===== src/hdl/fgov_pkg.sv =====
// Shared types, constants and helpers for the EMA frequency governor.
// No dependencies; every other file imports this package.
package fgov_pkg;

    localparam int OBS_W       = 16;
    localparam int FREQ_W      = 14;
    localparam int PCT_W       = 7;
    localparam int SUM_W       = 20;
    localparam int ADJ_W       = 17;
    localparam int DIVD_W      = 28;
    localparam int PROD_W      = 28;
    localparam int CNT_W       = 5;
    localparam int CFG_IDX_W   = 1;
    localparam int OUT_TDATA_W = 32;

    // Reciprocal scaling for the two constant divisions. Each reciprocal is
    // rounded up; its excess times the largest operand stays below 2^shift,
    // so the shifted product equals the truncated quotient.
    localparam int AVG_RCP_W = 20;
    localparam int TGT_RCP_W = 27;
    localparam int AVG_SCL_W = SUM_W + AVG_RCP_W;
    localparam int TGT_SCL_W = PROD_W + TGT_RCP_W;
    localparam int AVG_SHIFT = 23;
    localparam int TGT_SHIFT = 40;

    localparam logic [AVG_RCP_W-1:0] AVG_RECIP = 20'd838861;     // ceil(2^23 / 10)
    localparam logic [TGT_RCP_W-1:0] TGT_RECIP = 27'd109951163;  // ceil(2^40 / 10000)

    localparam logic [OBS_W-1:0]  AVG_SEED     = 16'd5000;
    localparam logic [ADJ_W-1:0]  RAMP_UNITS   = 17'd150;
    localparam logic [ADJ_W-1:0]  WINDOW_ADJ   = 17'd10000;
    localparam logic [PCT_W-1:0]  PCT_FULL     = 7'd100;
    localparam logic [FREQ_W-1:0] MAX_RESET    = 14'd4000;
    localparam logic [FREQ_W-1:0] FLOOR_RESET  = 14'd2600;

    localparam logic [CFG_IDX_W-1:0] REG_MAX_FREQ   = 1'b0;
    localparam logic [CFG_IDX_W-1:0] REG_FLOOR_FREQ = 1'b1;

    typedef enum logic [3:0] {
        S_IDLE,
        S_AVG_SUM,
        S_AVG_STORE,
        S_TGT,
        S_TGT_STORE,
        S_CMP,
        S_PMAX,
        S_PMAX_WAIT,
        S_PMIN,
        S_PMIN_WAIT,
        S_EMIT
    } t_state;

    typedef enum logic [0:0] {
        DIV_PMAX,
        DIV_PMIN
    } t_div_sel;

    typedef struct packed {
        logic     load_obs;
        logic     load_sum;
        logic     load_prod;
        logic     div_start;
        t_div_sel div_sel;
        logic     store_avg;
        logic     store_tgt_max;
        logic     store_tgt;
        logic     store_clamp;
        logic     store_pmax;
        logic     store_pmin;
        logic     load_out;
    } t_dp_cmd;

    typedef struct packed {
        logic div_busy;
        logic div_done;
        logic tgt_full;
        logic tgt_same;
        logic max_zero;
        logic out_free;
    } t_dp_status;

    // Saturate a quotient to a whole percentage.
    function automatic logic [PCT_W-1:0] sat_pct(input logic [DIVD_W-1:0] q);
        logic [PCT_W-1:0] r;
        if (q > DIVD_W'(PCT_FULL)) begin
            r = PCT_FULL;
        end else begin
            r = q[PCT_W-1:0];
        end
        return r;
    endfunction

endpackage


===== src/hdl/ema_frequency_governor_unit.sv =====
// Top level of the EMA frequency governor: stream ports, config port.
// Depends on fgov_pkg, fgov_ctrl and fgov_datapath.
//
// Each input item is one tick's observed budget (100 ns units). The block
// folds it into the running average (3*new + 7*old)/10, adds the 150-unit
// ramp latency, scales max_freq_mhz by adjusted/10000 (or takes the maximum
// once the 10000-unit window is reached), and emits a result only when that
// target differs from the last applied frequency; the result is clamped to
// the floor and then to the maximum. One item is worked at a time. The divide
// by 10 and the divide by 10000 are reciprocal multiplies, each split into
// a load step and a store step. The two percentages divide by max_freq_mhz
// on a shared restoring divider that yields one quotient bit per cycle;
// each division holds the sequencer from issue to stored quotient. Once the
// window saturates the divide by 10000 is skipped, a zero maximum skips both
// divisions, and the sequencer waits while the result register stays full.
// The next item is taken as soon as a result sits in the output register,
// which holds it until the downstream side takes it. Write configuration
// only while no item is in flight.
module ema_frequency_governor_unit
    import fgov_pkg::*;
(
    input  logic                   i_clk,
    input  logic                   i_rst_n,
    // Input items
    input  logic                   s_axis_tvalid,
    output logic                   s_axis_tready,
    input  logic [OBS_W-1:0]       s_axis_tdata,   // [15:0] observed_budget
    // Result items
    output logic                   m_axis_tvalid,
    input  logic                   m_axis_tready,
    // [13:0] applied_freq_mhz, [20:14] max_throttle_pct,
    // [27:21] min_throttle_pct, [31:28] zero
    output logic [OUT_TDATA_W-1:0] m_axis_tdata,
    // Configuration writes: index 0 max_freq_mhz, index 1 floor_freq_mhz
    input  logic                   i_cfg_wr_en,
    input  logic [CFG_IDX_W-1:0]   i_cfg_index,
    input  logic [FREQ_W-1:0]      i_cfg_data
);

    t_dp_cmd    cmd;
    t_dp_status status;

    // Sequence each tick through the scaling steps and divisions.
    fgov_ctrl u_ctrl (
        .i_clk      (i_clk),
        .i_rst_n    (i_rst_n),
        .i_in_valid (s_axis_tvalid),
        .o_in_ready (s_axis_tready),
        .i_status   (status),
        .o_cmd      (cmd)
    );

    // Hold config, average, last applied value and the result register.
    fgov_datapath u_dp (
        .i_clk       (i_clk),
        .i_rst_n     (i_rst_n),
        .i_cmd       (cmd),
        .o_status    (status),
        .i_obs       (s_axis_tdata),
        .i_cfg_wr_en (i_cfg_wr_en),
        .i_cfg_index (i_cfg_index),
        .i_cfg_data  (i_cfg_data),
        .o_out_valid (m_axis_tvalid),
        .i_out_ready (m_axis_tready),
        .o_out_data  (m_axis_tdata)
    );

endmodule


===== src/hdl/fgov_div.sv =====
// Restoring divider, one quotient bit per cycle, shared by both percentage
// divisions. Depends on fgov_pkg.
module fgov_div
    import fgov_pkg::*;
(
    input  logic              i_clk,
    input  logic              i_rst_n,
    input  logic              i_start,
    input  logic [DIVD_W-1:0] i_dividend,
    input  logic [FREQ_W-1:0] i_divisor,
    output logic              o_busy,
    output logic              o_done,
    output logic [DIVD_W-1:0] o_quotient
);

    logic              r_busy, n_busy;
    logic              r_done, n_done;
    logic [CNT_W-1:0]  r_cnt, n_cnt;
    logic [DIVD_W-1:0] r_quo, n_quo;
    logic [FREQ_W-1:0] r_rem, n_rem;
    logic [FREQ_W-1:0] r_dsr, n_dsr;

    logic [FREQ_W:0]   shifted;
    logic [FREQ_W+1:0] diff;

    assign shifted = {r_rem, r_quo[DIVD_W-1]};
    assign diff    = {1'b0, shifted} - {2'b00, r_dsr};

    always_comb begin
        n_busy = r_busy;
        n_done = 1'b0;
        n_cnt  = r_cnt;
        n_quo  = r_quo;
        n_rem  = r_rem;
        n_dsr  = r_dsr;
        if (i_start) begin
            n_busy = 1'b1;
            n_cnt  = CNT_W'(DIVD_W - 1);
            n_quo  = i_dividend;
            n_rem  = '0;
            n_dsr  = i_divisor;
        end else if (r_busy) begin
            // Subtract when the shifted remainder covers the divisor.
            if (!diff[FREQ_W+1]) begin
                n_rem = diff[FREQ_W-1:0];
                n_quo = {r_quo[DIVD_W-2:0], 1'b1};
            end else begin
                n_rem = shifted[FREQ_W-1:0];
                n_quo = {r_quo[DIVD_W-2:0], 1'b0};
            end
            if (r_cnt == '0) begin
                n_busy = 1'b0;
                n_done = 1'b1;
            end else begin
                n_cnt = r_cnt - 1'b1;
            end
        end
    end

    always_ff @(posedge i_clk) begin
        if (!i_rst_n) begin
            r_busy <= 1'b0;
            r_done <= 1'b0;
        end else begin
            r_busy <= n_busy;
            r_done <= n_done;
        end
    end

    always_ff @(posedge i_clk) begin
        r_cnt <= n_cnt;
        r_quo <= n_quo;
        r_rem <= n_rem;
        r_dsr <= n_dsr;
    end

    assign o_busy     = r_busy;
    assign o_done     = r_done;
    assign o_quotient = r_quo;

endmodule


===== src/hdl/fgov_datapath.sv =====
// Governor datapath: config and state registers, reciprocal scaling, operand
// muxing, clamp, result register. Depends on fgov_pkg and fgov_div.
module fgov_datapath
    import fgov_pkg::*;
(
    input  logic                   i_clk,
    input  logic                   i_rst_n,
    input  t_dp_cmd                i_cmd,
    output t_dp_status             o_status,
    input  logic [OBS_W-1:0]       i_obs,
    input  logic                   i_cfg_wr_en,
    input  logic [CFG_IDX_W-1:0]   i_cfg_index,
    input  logic [FREQ_W-1:0]      i_cfg_data,
    output logic                   o_out_valid,
    input  logic                   i_out_ready,
    output logic [OUT_TDATA_W-1:0] o_out_data
);

    logic [FREQ_W-1:0] r_max, r_floor;
    logic [OBS_W-1:0]  r_avg, r_obs;
    logic [SUM_W-1:0]  r_sum;
    logic [PROD_W-1:0] r_prod;
    logic [FREQ_W-1:0] r_last, r_target, r_applied;
    logic [PCT_W-1:0]  r_pmax, r_pmin;
    logic              r_out_valid;
    logic [OUT_TDATA_W-1:0] r_out_data;

    logic [ADJ_W-1:0]     adjusted;
    logic [SUM_W-1:0]     avg_sum;
    logic [AVG_SCL_W-1:0] avg_scaled;
    logic [TGT_SCL_W-1:0] tgt_scaled;
    logic [DIVD_W-1:0]    dividend;
    logic [FREQ_W-1:0]    raised, clamped;
    logic                 div_busy, div_done;
    logic [DIVD_W-1:0]    quotient;
    logic                 max_zero, out_free;
    logic [PCT_W-1:0]     pmax_val, pmin_val;

    assign adjusted = ADJ_W'(r_avg) + RAMP_UNITS;
    assign avg_sum  = SUM_W'(r_obs) * SUM_W'(3) + SUM_W'(r_avg) * SUM_W'(7);
    assign max_zero = (r_max == '0);
    assign out_free = !r_out_valid || i_out_ready;

    // Divide by 10 and by 10000 through rounded-up reciprocals.
    assign avg_scaled = AVG_SCL_W'(r_sum) * AVG_SCL_W'(AVG_RECIP);
    assign tgt_scaled = TGT_SCL_W'(r_prod) * TGT_SCL_W'(TGT_RECIP);

    always_comb begin
        case (i_cmd.div_sel)
            DIV_PMAX: dividend = DIVD_W'(r_applied) * DIVD_W'(PCT_FULL);
            DIV_PMIN: dividend = DIVD_W'(r_floor) * DIVD_W'(PCT_FULL);
            default:  dividend = '0;
        endcase
    end

    // Raise to the floor first, then cap at the maximum so it wins.
    assign raised  = (r_target < r_floor) ? r_floor : r_target;
    assign clamped = (raised > r_max) ? r_max : raised;

    assign pmax_val = max_zero ? '0 : sat_pct(quotient);
    assign pmin_val = max_zero ? ((r_floor == '0) ? '0 : PCT_FULL) : sat_pct(quotient);

    fgov_div u_div (
        .i_clk      (i_clk),
        .i_rst_n    (i_rst_n),
        .i_start    (i_cmd.div_start),
        .i_dividend (dividend),
        .i_divisor  (r_max),
        .o_busy     (div_busy),
        .o_done     (div_done),
        .o_quotient (quotient)
    );

    always_ff @(posedge i_clk) begin
        if (!i_rst_n) begin
            r_max       <= MAX_RESET;
            r_floor     <= FLOOR_RESET;
            r_avg       <= AVG_SEED;
            r_last      <= '0;
            r_out_valid <= 1'b0;
        end else begin
            if (i_cfg_wr_en) begin
                case (i_cfg_index)
                    REG_MAX_FREQ:   r_max   <= i_cfg_data;
                    REG_FLOOR_FREQ: r_floor <= i_cfg_data;
                    default: ;
                endcase
            end
            if (i_cmd.store_avg) begin
                r_avg <= avg_scaled[AVG_SHIFT +: OBS_W];
            end
            if (i_cmd.store_clamp) begin
                r_last <= clamped;
            end
            if (i_cmd.load_out) begin
                r_out_valid <= 1'b1;
            end else if (i_out_ready) begin
                r_out_valid <= 1'b0;
            end
        end
    end

    always_ff @(posedge i_clk) begin
        if (i_cmd.load_obs) begin
            r_obs <= i_obs;
        end
        if (i_cmd.load_sum) begin
            r_sum <= avg_sum;
        end
        // Only taken below the window, so the product fits PROD_W bits.
        if (i_cmd.load_prod) begin
            r_prod <= PROD_W'(r_max) * PROD_W'(adjusted);
        end
        if (i_cmd.store_tgt_max) begin
            r_target <= r_max;
        end else if (i_cmd.store_tgt) begin
            r_target <= tgt_scaled[TGT_SHIFT +: FREQ_W];
        end
        if (i_cmd.store_clamp) begin
            r_applied <= clamped;
        end
        if (i_cmd.store_pmax) begin
            r_pmax <= pmax_val;
        end
        if (i_cmd.store_pmin) begin
            r_pmin <= pmin_val;
        end
        if (i_cmd.load_out) begin
            r_out_data <= OUT_TDATA_W'({r_pmin, r_pmax, r_applied});
        end
    end

    assign o_status.div_busy = div_busy;
    assign o_status.div_done = div_done;
    assign o_status.tgt_full = (adjusted >= WINDOW_ADJ);
    assign o_status.tgt_same = (r_target == r_last);
    assign o_status.max_zero = max_zero;
    assign o_status.out_free = out_free;

    assign o_out_valid = r_out_valid;
    assign o_out_data  = r_out_data;

    a_start_idle: assert property (@(posedge i_clk) disable iff (!i_rst_n)
        i_cmd.div_start |-> !div_busy)
        else $error("divider restarted while busy");

    a_no_overwrite: assert property (@(posedge i_clk) disable iff (!i_rst_n)
        i_cmd.load_out |-> out_free)
        else $error("result register overwritten while waiting");

    a_done_ends: assert property (@(posedge i_clk) disable iff (!i_rst_n)
        div_done |-> !div_busy)
        else $error("divider done while still busy");

endmodule


===== src/hdl/fgov_ctrl.sv =====
// Governor sequencer: steps one tick through average, target, clamp and
// percentage divisions. Depends on fgov_pkg.
module fgov_ctrl
    import fgov_pkg::*;
(
    input  logic       i_clk,
    input  logic       i_rst_n,
    input  logic       i_in_valid,
    output logic       o_in_ready,
    input  t_dp_status i_status,
    output t_dp_cmd    o_cmd
);

    t_state r_state, n_state;

    always_comb begin
        n_state = r_state;
        case (r_state)
            S_IDLE:      if (i_in_valid) n_state = S_AVG_SUM;
            S_AVG_SUM:   n_state = S_AVG_STORE;
            S_AVG_STORE: n_state = S_TGT;
            S_TGT:       n_state = i_status.tgt_full ? S_CMP : S_TGT_STORE;
            S_TGT_STORE: n_state = S_CMP;
            S_CMP:       n_state = i_status.tgt_same ? S_IDLE : S_PMAX;
            S_PMAX:      n_state = i_status.max_zero ? S_EMIT : S_PMAX_WAIT;
            S_PMAX_WAIT: if (i_status.div_done) n_state = S_PMIN;
            S_PMIN:      n_state = S_PMIN_WAIT;
            S_PMIN_WAIT: if (i_status.div_done) n_state = S_EMIT;
            S_EMIT:      if (i_status.out_free) n_state = S_IDLE;
            default:     n_state = S_IDLE;
        endcase
    end

    always_comb begin
        o_cmd      = '0;
        o_cmd.div_sel = DIV_PMAX;
        o_in_ready = 1'b0;
        case (r_state)
            S_IDLE: begin
                o_in_ready     = 1'b1;
                o_cmd.load_obs = i_in_valid;
            end
            S_AVG_SUM: begin
                o_cmd.load_sum = 1'b1;
            end
            S_AVG_STORE: begin
                o_cmd.store_avg = 1'b1;
            end
            S_TGT: begin
                o_cmd.store_tgt_max = i_status.tgt_full;
                o_cmd.load_prod     = !i_status.tgt_full;
            end
            S_TGT_STORE: begin
                o_cmd.store_tgt = 1'b1;
            end
            S_CMP: begin
                o_cmd.store_clamp = !i_status.tgt_same;
            end
            S_PMAX: begin
                o_cmd.div_sel    = DIV_PMAX;
                o_cmd.div_start  = !i_status.max_zero;
                o_cmd.store_pmax = i_status.max_zero;
                o_cmd.store_pmin = i_status.max_zero;
            end
            S_PMAX_WAIT: begin
                o_cmd.store_pmax = i_status.div_done;
            end
            S_PMIN: begin
                o_cmd.div_start = 1'b1;
                o_cmd.div_sel   = DIV_PMIN;
            end
            S_PMIN_WAIT: begin
                o_cmd.store_pmin = i_status.div_done;
            end
            S_EMIT: begin
                o_cmd.load_out = i_status.out_free;
            end
            default: ;
        endcase
    end

    always_ff @(posedge i_clk) begin
        if (!i_rst_n) begin
            r_state <= S_IDLE;
        end else begin
            r_state <= n_state;
        end
    end

endmodule

===== config.mk =====
export PLATFORM = sky130hd
export DESIGN_NAME = ema_frequency_governor_unit
export DESIGN_NICKNAME = d
export VERILOG_FILES = /design/src/hdl/fgov_pkg.sv /design/src/hdl/ema_frequency_governor_unit.sv /design/src/hdl/fgov_div.sv /design/src/hdl/fgov_datapath.sv /design/src/hdl/fgov_ctrl.sv
export SDC_FILE = /design/constraint.sdc
export NUM_CORES = 2
export LEC_CHECK = 0
export ABC_AREA = 0
export BUFFER_PORTS_ARGS = -buffer_cell sky130_fd_sc_hd__buf_2
export CORE_MARGIN = 5
export CORE_UTILIZATION = 60
export CTS_CLUSTER_DIAMETER = 120
export DETAILED_ROUTE_END_ITERATION = 7
export PLACE_DENSITY_LB_ADDON = 0.08
export SKIP_LAST_GASP = 1
export SLEW_MARGIN = 10
export SYNTH_ARGS = -nofsm -noshare
export SYNTH_HDL_FRONTEND = slang
export SYNTH_SLANG_ARGS = --single-unit

===== constraint.sdc =====
create_clock -name i_clk -period 8.3 [get_ports i_clk]
set_input_delay 0.415 -clock i_clk [delete_from_list [all_inputs] [get_ports i_clk]]
set_output_delay 0.415 -clock i_clk [all_outputs]
set_load 0.02 [all_outputs]

==> metrics.md <==
| Metric | Value |
|---|---|
| Register bit total from synthesis | 260 |
| Synth Warn # | 0 |
| HP Class | in2reg |
| Slew Limit Fails | 0 |
| CP delay by family, top | adder cells |
| Nets | 5,844 |
| Max Freq | 129 MHz |
| Final Hold Viols | 0 |
| Fin crit share | 93.7% |
| Clock Skews | 0.0392 ns |
| Detailed-router iteration count before antenna repair | 6 |
| Final setup viols | 0 |
| Final instance area | 45,800 um^2 |
| Sequential share of the synthesized area | 16.2% |
| WL final | 110,000 um |
| Worst Max-Slew Pin Slew | 1.25 ns |
| R2R cell count | 22 |
| Hpwl dp | 92,700 um |
| Critical Path, Cell by Cell | ha_1, inv_1, fa_1, fa_1, inv_1, fa_1, inv_1, fa_1, inv_1, fa_1, fa_1, ha_1, and4_1, nand3_1, or4_1, a31oi_1, o211ai_1, a31oi_2, a21oi_1, o211ai_2, xnor2_1, a21oi_1 |
| Max Root-Sink Buffers | 3 |
| # rows | 98 |
| Global-route wire length before repair | 178,000 um |
| Placed instance area | 44,600 um^2 |
| Clk_lat worst skew | 0.60 ns |
| Die area | 77,100 um^2 |
| Residual DRC | 0 |
| Crit Path Max Fanout | 8 |
| R2R Path Start | u_dp.r_prod[2] |
| Largest net degree at the start of global routing | 38 |
| Gr ovfl total | 0 |
| Num CTS Buffers | 31 |
| CP Launch Type | register |
| CP Depth | 22 |
| Reg2Reg Setup Slack | 0.52 ns |
| Outcome | finished clean |
| Initial antenna violation count | 0 |
| Area Overhead vs Synth | 6.58% |
| Max_cap viols | 0 |
| Slew HR | 16.5% |
| Share of cells above drive strength 1 | 4.62% |
| Synth Flop Type | edfxtp_1 |
| Worst path arrival time | 8.09 ns |
| Sum Neg Setup Slack | 0 ns |
| Worst setup path end | u_dp.r_target[9] |
| Vias | 29,676 |
| Die height | 278 um |
| Unrepaired setup endpoints after global routing | false |
| R2r endpoint | u_dp.r_target[9] |
| Setup CP Type | reg2reg |
| Worst setup EP type | register |
| Most used cell, CP | fa_1 |
| Cells after synthesis | 4,283 |
| Vias in the first global route | 31,861 |
| GPL Wtd Cong | 0.952 |
| WL/cell | 20.5 um |
| Initial Util | 60.4% |
| CP Data Required Time | 8.61 ns |
| Post-synth EDFFs | 176 |
| Number of DRC markers in iteration 0 | 2,348 |
| Setup Fix Bufs, Post-CTS | 0 |
| Mapped cell area | 43,000 um^2 |
| Vias per Instance | 5.55 |
| Netlist cell types | 77 |
| Minimum clock period | 7.78 ns |
| Die W | 278 um |
| Clock Root Buffer | clkbuf_16 |
| CTS tree | done |
| CP Buf/Inv Count | 4 |
| # IOs | 70 |
| Synth async-reset ratio | 0% |
| H-tree level count | 1 |
| Filler cells | 5,943 |
| ANT nets after route | 0 |
| CP max stage cell | edfxtp_1 |
| Reg clk slew, reported paths | 0.06 ns |
| CTS sink cnt | 260 |
| Diodes inserted | 0 |
| Syn_area_per_cell | 10.0 um^2 |
| Port Buf Inserts | 65 |
| Critical Path Start | u_dp.r_prod[2] |
| GRT Util Overall | 29.4% |
| CP max stage delay | 0.60 ns |
| Total core area | 71,200 um^2 |
metal layers:
metal / global-route usage [%] / wire [um] / up-vias
met3: 5.00 / 8350 / 190
met4: 6.73 / 3110 / 0
li1: - / - / 13722
met2: 47.6 / 50400 / 968
met5: 0 / 0 / -
met1: 42.1 / 47900 / 14796
layout make-up:
cell class	count	area [um^2]	share of cell area [%]
clock buffer	40	882	1.92
tap	950	1190	2.59
inverter	1124	4220	9.20
sequential	260	6970	15.2
multi-input combinational	2816	31500	68.8
clock inverter	17	146	0.319
timing repair buffer	137	906	1.98
cell families (layout without fill, tap and decap cells):
family	Yosys count	in the layout	synth area share, %
AOI/OAI and AO/OA	500	500	7.46
xor gates and xnor gates	140	140	2.85
adders and majority gates	1438	1438	54.3
buffers and inverters	1210	1318	10.6
DFF	260	260	16.2
muxes	39	39	0.916
other	1	4	0.00872
and+or+nand+nor	695	695	7.63
how the worst min path moves through the flow:
stage / start / endpoint / slack (ns) / cells past startpoint
2_1_floorplan: u_dp.r_pmax[0] / u_dp.o_out_data[14] / 0.40 / 0
3_3_place_gp: u_dp.r_pmax[2] / u_dp.o_out_data[16] / 0.40 / 0
3_5_place_dp: u_dp.r_pmax[1] / u_dp.o_out_data[15] / 0.40 / 0
4_1_cts: i_cfg_data[1] / u_dp.r_floor[1] / 0.05 / 3
5_1_grt: i_cfg_data[1] / u_dp.r_floor[1] / 0.08 / 3
6_report: i_cfg_data[1] / u_dp.r_floor[1] / 0.08 / 3
per-stage QoR:
stage,cells,setup slack (ns),hold slack (ns),utilization [%]
2_1_floorplan,4286,0.766,0.400,-
3_3_place_gp,5271,0.654,0.402,62.7
3_5_place_dp,5271,0.601,0.405,62.7
4_1_cts,5344,0.564,0.0549,64.3
5_1_grt,5344,0.00659,0.0785,64.3
6_report,5344,0.524,0.0777,64.3
tightest hold or removal path: stages:
cell	delay [ns]
buf_2	0.11
nand2_1	0.05
a21oi_1	0.05
timing repair:
| item | in CTS | in global routing |
|---|---|---|
| gates resized for setup | 0 | 1 |
| endpoints found under the hold margin | 16 | 0 |
| endpoints found under the setup margin | 0 | 1 |
| hold buffers | 16 | 0 |
cells in the mapped netlist, drive strengths merged (22+ instances only):
cell | count | area share [%]
a21oi | 162 | 1.9
xnor2 | 95 | 1.9
edfxtp | 176 | 12
nand2b | 22 | 0.32
o21ai | 92 | 1.1
nand2 | 248 | 2.2
o21a | 23 | 0.40
nor2b | 22 | 0.32
inv | 1121 | 9.8
dfxtp | 84 | 3.9
and2 | 79 | 1.1
and3 | 29 | 0.42
nand3 | 41 | 0.48
a211oi | 23 | 0.42
clkbuf | 72 | 0.63
xor2 | 45 | 0.92
fa | 716 | 33
nor3 | 34 | 0.40
a21o | 55 | 0.96
nor2 | 154 | 1.3
ha | 722 | 21
mux2i | 36 | 0.84
o211ai | 27 | 0.49
state kept, by name, summed over array words and instances, names as in the netlist, 4 cells and up:
signal	flops
u_ctrl.r_state	4
u_dp.o_out_data	28
u_dp.u_div.o_quotient	28
u_dp.r_avg	16
u_dp.r_max	14
u_dp.r_pmin	7
u_dp.r_pmax	7
u_dp.r_target	14
u_dp.r_obs	16
u_dp.r_sum	20
u_dp.u_div.r_cnt	5
u_dp.u_div.r_rem	14
u_dp.u_div.r_dsr	14
u_dp.r_last	14
u_dp.r_applied	14
u_dp.r_prod	28
u_dp.r_floor	14
layout by cell type, fill, tap and decap left out, types with 56 or more instances in the layout:
cell type     n
buf_2        65
inv_1      1121
buf_4        56
o21ai_0      76
and2_1       79
dfxtp_1      84
a21oi_1     162
ha_1        722
fa_1        716
nand2_1     248
edfxtp_1    176
nor2_1      153
xnor2_1      94
Power is not shown: default switching activity piles up to over one toggle a cycle in this logic, so the estimate is an artifact.
